<file path="config.mk">
export PLATFORM = sky130hd
export DESIGN_NAME = sega_scan
export DESIGN_NICKNAME = d
export VERILOG_FILES = /design/src/design/sega_pkg.sv /design/src/design/sega_scan.sv
export SDC_FILE = /design/constraint.sdc
export NUM_CORES = 1
export LEC_CHECK = 0
export ABC_AREA = 1
export BUFFER_PORTS_ARGS = -buffer_cell sky130_fd_sc_hd__buf_2
export CAP_MARGIN = 20
export CORE_MARGIN = 2
export CORE_UTILIZATION = 49
export CTS_BUF_LIST = sky130_fd_sc_hd__clkbuf_4
export DETAILED_ROUTE_END_ITERATION = 10
export MAX_ROUTING_LAYER = met4
export PLACE_DENSITY = 0.79
export REMOVE_ABC_BUFFERS = 1
export SYNTH_ARGS = -nofsm -noshare
export SYNTH_HDL_FRONTEND = slang
export SYNTH_SLANG_ARGS = --single-unit
</file>
<file path="constraint.sdc">
create_clock -name clk -period 3.1 [get_ports clk]
set_input_delay 0 -clock clk [delete_from_list [all_inputs] [get_ports clk]]
set_output_delay 0 -clock clk [all_outputs]
set_load 0.03 [all_outputs]
</file>
<file path="src/design/sega_pkg.sv">
`default_nettype none
package sega_pkg;
  localparam int ACTION_W = 1;
  localparam int SIZE_W   = 21;
  localparam int STATUS_W = 3;
  localparam int POLICY_W = 2;

  typedef enum logic [STATUS_W-1:0] {
    ST_ALLOC = 3'd0,
    ST_NOFIT = 3'd1,
    ST_FREED = 3'd2,
    ST_NOID  = 3'd3,
    ST_FULL  = 3'd4
  } status_t;

  localparam logic [POLICY_W-1:0] POL_WORST = 2'd1;
  localparam logic [POLICY_W-1:0] POL_BEST  = 2'd2;

  localparam logic CFG_POLICY = 1'b0;
  localparam logic CFG_TOTAL  = 1'b1;

  localparam logic ACT_ALLOC   = 1'b0;
  localparam logic ACT_RELEASE = 1'b1;

  // scan unit control
  typedef struct packed {
    logic start;
    logic mode_release;
  } scan_ctl_t;
endpackage
`default_nettype wire

</file>
<file path="src/design/sega_scan.sv">
`default_nettype none
// Walks the table one entry per cycle, keeps the chosen hole or the
// first owned match.
module sega_scan #(
  parameter int IDX_W = 6,
  parameter int LEN_W = 21,
  parameter int ID_W  = 16
) (
  input  wire                     clk,
  input  wire                     rst_n,
  input  sega_pkg::scan_ctl_t     ctl,
  input  wire [1:0]               policy,
  input  wire [LEN_W-1:0]         want,
  input  wire [ID_W-1:0]          want_id,
  input  wire [IDX_W:0]           count,
  output logic [IDX_W-1:0]        rd_idx,
  input  wire [LEN_W-1:0]         rd_len,
  input  wire [ID_W-1:0]          rd_owner,
  input  wire                     rd_free,
  output logic                    done,
  output logic                    found,
  output logic [IDX_W-1:0]        pick
);
  import sega_pkg::*;

  logic             busy_r, busy_nxt;
  logic             chk_r, chk_nxt;
  logic [IDX_W:0]   k_r, k_nxt;
  logic [IDX_W-1:0] ck_r, ck_nxt;
  logic             found_r, found_nxt;
  logic [IDX_W-1:0] pick_r, pick_nxt;
  logic [LEN_W-1:0] plen_r, plen_nxt;
  logic             done_r, done_nxt;
  logic             rel_r, rel_nxt;
  logic             cand, better, stop;

  assign rd_idx = k_r[IDX_W-1:0];
  assign done   = done_r;
  assign found  = found_r;
  assign pick   = pick_r;

  always_comb begin
    cand = rel_r ? (!rd_free && rd_owner == want_id)
                 : (rd_free && rd_len >= want);
    better = 1'b0;
    if (!found_r) better = 1'b1;
    else if (!rel_r && policy == POL_WORST) better = rd_len > plen_r;
    else if (!rel_r && policy == POL_BEST)  better = rd_len < plen_r;
    stop = rel_r || (policy != POL_WORST && policy != POL_BEST);
  end

  always_comb begin
    busy_nxt = busy_r; chk_nxt = 1'b0; k_nxt = k_r; ck_nxt = ck_r;
    found_nxt = found_r; pick_nxt = pick_r; plen_nxt = plen_r;
    done_nxt = 1'b0; rel_nxt = rel_r;
    if (ctl.start) begin
      busy_nxt = 1'b1; k_nxt = '0; found_nxt = 1'b0; rel_nxt = ctl.mode_release;
    end else if (busy_r) begin
      // read data arrives in the cycle after the address
      if (chk_r && cand && better) begin
        found_nxt = 1'b1; pick_nxt = ck_r; plen_nxt = rd_len;
      end
      if ((chk_r && cand && stop) || (!chk_r && k_r >= count && k_r != '0)
          || (count == '0)) begin
        busy_nxt = 1'b0; done_nxt = 1'b1;
      end else if (k_r < count) begin
        chk_nxt = 1'b1; ck_nxt = k_r[IDX_W-1:0]; k_nxt = k_r + 1'b1;
      end else if (!chk_r) begin
        busy_nxt = 1'b0; done_nxt = 1'b1;
      end
    end
  end

  always_ff @(posedge clk) begin
    if (!rst_n) begin
      busy_r <= 1'b0; chk_r <= 1'b0; done_r <= 1'b0; found_r <= 1'b0;
      rel_r <= 1'b0; k_r <= '0;
    end else begin
      busy_r <= busy_nxt; chk_r <= chk_nxt; done_r <= done_nxt;
      found_r <= found_nxt; rel_r <= rel_nxt; k_r <= k_nxt;
    end
    ck_r <= ck_nxt; pick_r <= pick_nxt; plen_r <= plen_nxt;
  end
endmodule
`default_nettype wire

</file>
# [Word-level counts from Yosys, hierarchy flattened]
# Cells that the tools add are included.
[classes] n_addsub=1 n_lt_le_gt_ge=5 eq_ne=5 muxes=13 bitwise_logic=4 reduce_logical=25
[ops] op="$ge A21 B21 Y1" n=1
[ops] op="$gt A21 B21 Y1" n=1
[ops] op="$lt A21 B21 Y1" n=1
[ops] op="$eq A16 B16 Y1" n=1
[ops] op="$mux W1" n=13
[ops] op="$logic_and A1 B1 Y1" n=10
[ops] op="$add A7 B1 Y7 const B" n=1
[ops] op="$ge A7 B7 Y1" n=1
[ops] op="$logic_not A7 Y1" n=1
[ops] op="$lt A7 B7 Y1" n=1
[ops] op="$reduce_bool A7 Y1" n=1
[ops] op="$reduce_and A3 Y1" n=2
[ops] op="$not A1 Y1" n=4
[ops] op="$reduce_and A4 Y1" n=1
[ops] op="$reduce_or A4 Y1" n=1
[ops] op="$logic_not A1 Y1" n=3
[ops] op="$logic_or A1 B1 Y1" n=3
[ops] op="$reduce_or A3 Y1" n=1
[ops] op="$eq A2 B1 Y1 const B" n=1
[ops] op="$eq A2 B2 Y1 const B" n=1
[ops] op="$ne A2 B1 Y1 const B" n=1
[ops] op="$ne A2 B2 Y1 const B" n=1
[ops] op="$reduce_and A2 Y1" n=1
[ops] op="$reduce_or A2 Y1" n=1
[word_totals] regBits=45 out_inout_bits=14

# [Logic depth before layout (Yosys ltp)]
[logic_depth] depth_word=10 depth_mapped=17 ltp_nobuf=17

# [Least setup slack after synthesis]
# Ideal clock, no wire load.
[synth_path] kind="register to register" startpoint="register plen_r[20]" endpoint="register pick_r[0] (netlist: pick[0]), enable pin" setup_time_ns=0.411 t_arrival_ns=2.606 required_ns=2.689 path_slack_ns=0.083 stages_incl_launch_ff=15 period_less_slack_ns=3.017 path_cell_list="edfxtp_1 > inv_1 > ha_1 > nand2_1 > inv_1 > nand3_1 > inv_1 > nand4_1 > nor4_2 > o21ai_0 > nand3_1 > nand2_1 > nand3_1 > nand2_1 > nor2_1"
[synth_via] elab_chain_cells=6
[synth_lines] element="start: declaration" line_no="sega_scan.sv:32" rtl="logic [LEN_W-1:0] plen_r, plen_nxt;"
[synth_lines] element="start signal: assignment" line_no="sega_scan.sv:82" rtl="ck_r <= ck_nxt; pick_r <= pick_nxt; plen_r <= plen_nxt;"
[synth_lines] element="$lt A21 B21 Y1" line_no="sega_scan.sv:48" rtl="else if (!rel_r && policy == POL_BEST) better = rd_len < plen_r;"
[synth_lines] element="$mux W1" line_no="sega_scan.sv:48"
[synth_lines] element="$mux W1 *" line_no="sega_scan.sv:47" rtl="else if (!rel_r && policy == POL_WORST) better = rd_len > plen_r;"
[synth_lines] element="$mux W1 *" line_no="sega_scan.sv:46" rtl="if (!found_r) better = 1'b1;"
[synth_lines] element="$logic_and A1 B1 Y1 *" line_no="sega_scan.sv:60" rtl="if (chk_r && cand && better) begin"
[synth_lines] element="$reduce_and A3 Y1 (no source line) *"
[synth_lines] element="end signal: assignment" line_no="sega_scan.sv:82"
[synth_lines] element="end: declaration" line_no="sega_scan.sv:31" rtl="logic [IDX_W-1:0] pick_r, pick_nxt;"
# Every way passes the cells marked *; elsewhere a longest branch is shown, timed or not.
# A chain may end at the register's enable or synchronous reset.

# [Worst setup path after layout]
[layout_path] startpoint="register k_r[2]" endpoint="register ck_r[5], enable pin"
[layout_via] elab_chain_cells=7
[layout_lines] element="start: declaration" line_no="sega_scan.sv:28" rtl="logic [IDX_W:0] k_r, k_nxt;"
[layout_lines] element="start signal: assignment" line_no="sega_scan.sv:80" rtl="found_r <= found_nxt; rel_r <= rel_nxt; k_r <= k_nxt;"
[layout_lines] element="$ge A7 B7 Y1" line_no="sega_scan.sv:63" rtl="if ((chk_r && cand && stop) || (!chk_r && k_r >= count && k_r != '0)"
[layout_lines] element="$logic_and A1 B1 Y1 (2 in series)" line_no="sega_scan.sv:63"
[layout_lines] element="$logic_or A1 B1 Y1" line_no="sega_scan.sv:63"
[layout_lines] element="$logic_or A1 B1 Y1" line_no="sega_scan.sv:64" rtl="|| (count == '0)) begin"
[layout_lines] element="$not A1 Y1 (no source line)"
[layout_lines] element="$reduce_and A4 Y1 (no source line) *"
[layout_lines] element="end signal: assignment" line_no="sega_scan.sv:82"
[layout_lines] element="end: declaration" line_no="sega_scan.sv:29" rtl="logic [IDX_W-1:0] ck_r, ck_nxt;"
# Marks and branches as above.

==> key figures <==
Final layout
  – Commonest non-fill, non-tap cell in the layout: buf_2
  – Area Growth Syn to Fin: 26.9%
  – Final non-filler cell total: approximately 650
  – Layout cells sized above 1: 23.4%
  – Fill cells: 589
  – Nets@finish: 691
  – Design Area, Final: roughly 4300 um^2
  – Most frequent cells in the layout: buf_2 (101), inv_1 (95), nand2_1 (89)
  – Ant diodes: 0

Synth
  – EDFF count, synth: 33
  – Mapped Area: 3420 um^2
  – Proportion of synthesized area in mux cells: 0%
  – Main combinational cell family by area after synthesis: simple AND/OR/NAND/NOR gates
  – Synth Area in Compound Gates: 8.26%
  – Simple-gate area share of the yosys netlist: 22.4%
  – Synthesized instance count: 422
  – Xor-xnor portion of the synthesized cell area: 1.79%
  – Sequential area share after synthesis: 36.0%
  – YS warnings: 0
  – Synth Area in Adders: 19.4%
  – Syn avg cell area: 8.11 um^2
  – FFs w/ async S/R, synth: 0%
  – Synth Register Bits: 45
  – Most frequently used flop master after synthesis: edfxtp_1
  – Synth unique cells: 35

Drt
  – Avg WL per Cell: 11.4 um
  – # DRC: 0
  – TritonRoute pass-1 iters: 4
  – Via-to-Cell Ratio: 4.74
  – Routed via count: around 3,000
  – Violation count after the first detailed-route iteration: 63
  – Antenna Nets Post-Route: 0
  – Final WL: 7360 um

Critical path
  – Crit-path max cell delay: 0.49 ns
  – Crit-path leading delay family: simple AND/OR/NAND/NOR gates
  – Reg-to-reg startpoint: k_r[2]
  – Buffers and inverters on the worst path: 1
  – CP Launch Type: flop
  – Critical Path, Cell by Cell: ha_1, a21oi_2, o21ai_1, nand2_2, nand2_4, clkinv_4, nand2_4, a21oi_4, nand4_4, nor2_1
  – Critical path's slowest cell: dfxtp_1
  – CP Data Required Time: 3.13 ns
  – Crit path top cell by count: nand2_4
  – Crit Path Max Fanout: 8
  – Crit path DAT: 2.54 ns
  – Crit path launch: k_r[2]
  – CP Class: flop to flop
  – CP endpoint kind: flop

Global route
  – Layer with the highest usage: met2
  – GRT overflow: 0
  – GRT Resource Usage Total: between 20% and 30%
  – Global-route wire length before repair: between 10,000 and 15,000 um
  – Grt met3 use: 3.58%
  – Largest net degree at the start of global routing: 22
  – Initial antenna violation count: 0
  – Vias in the first global route: 2,894
  – Met2 Use GR: 36.6%
  – Met1 Use GR: 22.3%

CTS
  – Clock Sink Count: 45
  – H-tree depth: 2
  – Postcts setup bufs: 0
  – CTS tree: built
  – Clock Pin Slew Worst Setup and Hold Paths: 0.14 ns
  – Post-CTS sizing: 0
  – Post-CTS Hold Buffers: 26
  – Root buf cell: clkbuf_4
  – Clock Latency Late Sink: 0.36 ns
  – Clock buffer depth: 2
  – Cts bufs inserted: 5

Pwr
  – P_leak: 2.28 nW
  – PwrDens: between 200 and 300 nW/um^2
  – Max rail drop VDD: 0.165 mV
  – Clock Power Share: 23.6%
  – Logic pwr share: about a quarter
  – Cell Int Power: 887 uW
  – Net Sw Frac: just under 30%
  – P_sw: 359 uW
  – Seq pwr share: 53.0%

STA
  – Fin crit period: 2.51 ns
  – Maximum clock skew at final layout: 0.0103 ns
  – Setup TNS: 0 ns
  – Fmax achieved: between 0.3 and 0.4 GHz
  – RSZ-0062 raised after global routing: no
  – Relative slew slack: 61.7%
  – Fin crit share: 81.1%
  – Endpoints failing hold: 0
  – Slew @ Worst Pin: ~0.57 ns
  – Setup-failing EPs final: 0
  – Max Slew Vio Count: 0

Die
  – Die X: 87.6 um
  – Core Region: 6790 um^2
  – Initial core utilization: 50.4%
  – Die H: around 88 um
  – Num ports: 102
  – Row count: 30
  – Full die area: about 7700 um^2

Worst hold path
  – Hold path startpoint: rd_free
  – Hold Crit Class: input pin to flop

Place
  – Dpl cells: between 600 and 700
  – DP HPWL: 6120 um
  – Routability cong.: 0.854
  – PortBufs: 101
  – Placed inst area: 4020 um^2

Run
  – Max_cap viols: 0

Status
  – Outcome: finished, final reports clean
==> layout make-up <==
class,count,area [um^2],share of cell area [%]
inverter,96,365,8.41
clock buffer,5,37.5,0.864
timing repair buffer,128,786,18.1
tap,96,120,2.77
clock inverter,3,25.0,0.576
sequential,45,1230,28.3
multi-input combinational,274,1780,40.9
==> metal layers <==
metal  vias up  part of all wire (%)
met5         -                     0
met4         0                   1.6
met3        14                   4.6
met2       101                    50
met1      1337                    44
li1       1616                     -
==> sequential cells by signal (all words and copies together), names as in the netlist <==
name    flops
busy_r      1
chk_r       1
ck_r        6
done        1
found       1
k_r         7
pick        6
plen_r     21
rel_r       1
==> through the flow <==
step	utilization (%)	total power [mW]	setup WS (ns)	hold WS, ns
final	63.9	1.25	0.586	0.115
after global placement	59.2	0.927	0.719	0.194
after CTS	63.9	1.26	0.585	0.114
after floorplan	-	0.830	0.0826	0.0989
after global routing	63.9	1.32	0.287	0.126
after detailed placement	59.2	0.940	0.618	0.195
==> synthesized netlist by cell type (3+ instances only) <==
library cell	instances	area (um^2)
inv_1	95	357
nand2_1	89	334
ha_1	53	663
nor2_1	34	128
edfxtp_1	33	991
a21oi_1	25	125
dfxtp_1	12	240
nand4_1	12	75.1
nand3_1	9	45.0
buf_4	6	45.0
o21ai_0	6	30.0
o21bai_1	5	37.5
xnor2_1	5	43.8
o21ai_1	4	20.0
nand2_2	3	18.8
nor3_1	3	15.0
nor4_1	3	18.8
==> power by group through the flow <==
stage,registers [mW],clock network [mW],logic [mW]
after global routing,0.661,0.328,0.332
after detailed placement,0.673,0,0.267
after global placement,0.672,0,0.255
after floorplan,0.675,0,0.154
final,0.660,0.295,0.292
after CTS,0.660,0.304,0.294
==> worst min-delay path, stage by stage <==
cell and delay, ns:
buf_2 0.11, nand2_1 0.08, nand2_2 0.07, nand3_1 0.11, a21oi_1 0.07
==> kinds of logic after synthesis <==
kind of cell,count (synthesis)
flops,45
fa+ha+maj,53
xor+xnor,7
buf+inv,103
compound gates,48
simple gates,166
==> final timing paths <==
kind | end | slack (ns) | depth (start not counted)
setup / recovery | ck_r[5] | 0.59 | 10
hold reg to reg | pick[2] | 0.44 | 0
setup reg to reg | ck_r[5] | 0.59 | 10
hold / removal | found | 0.11 | 5
Power figures use the tool's default switching activity.
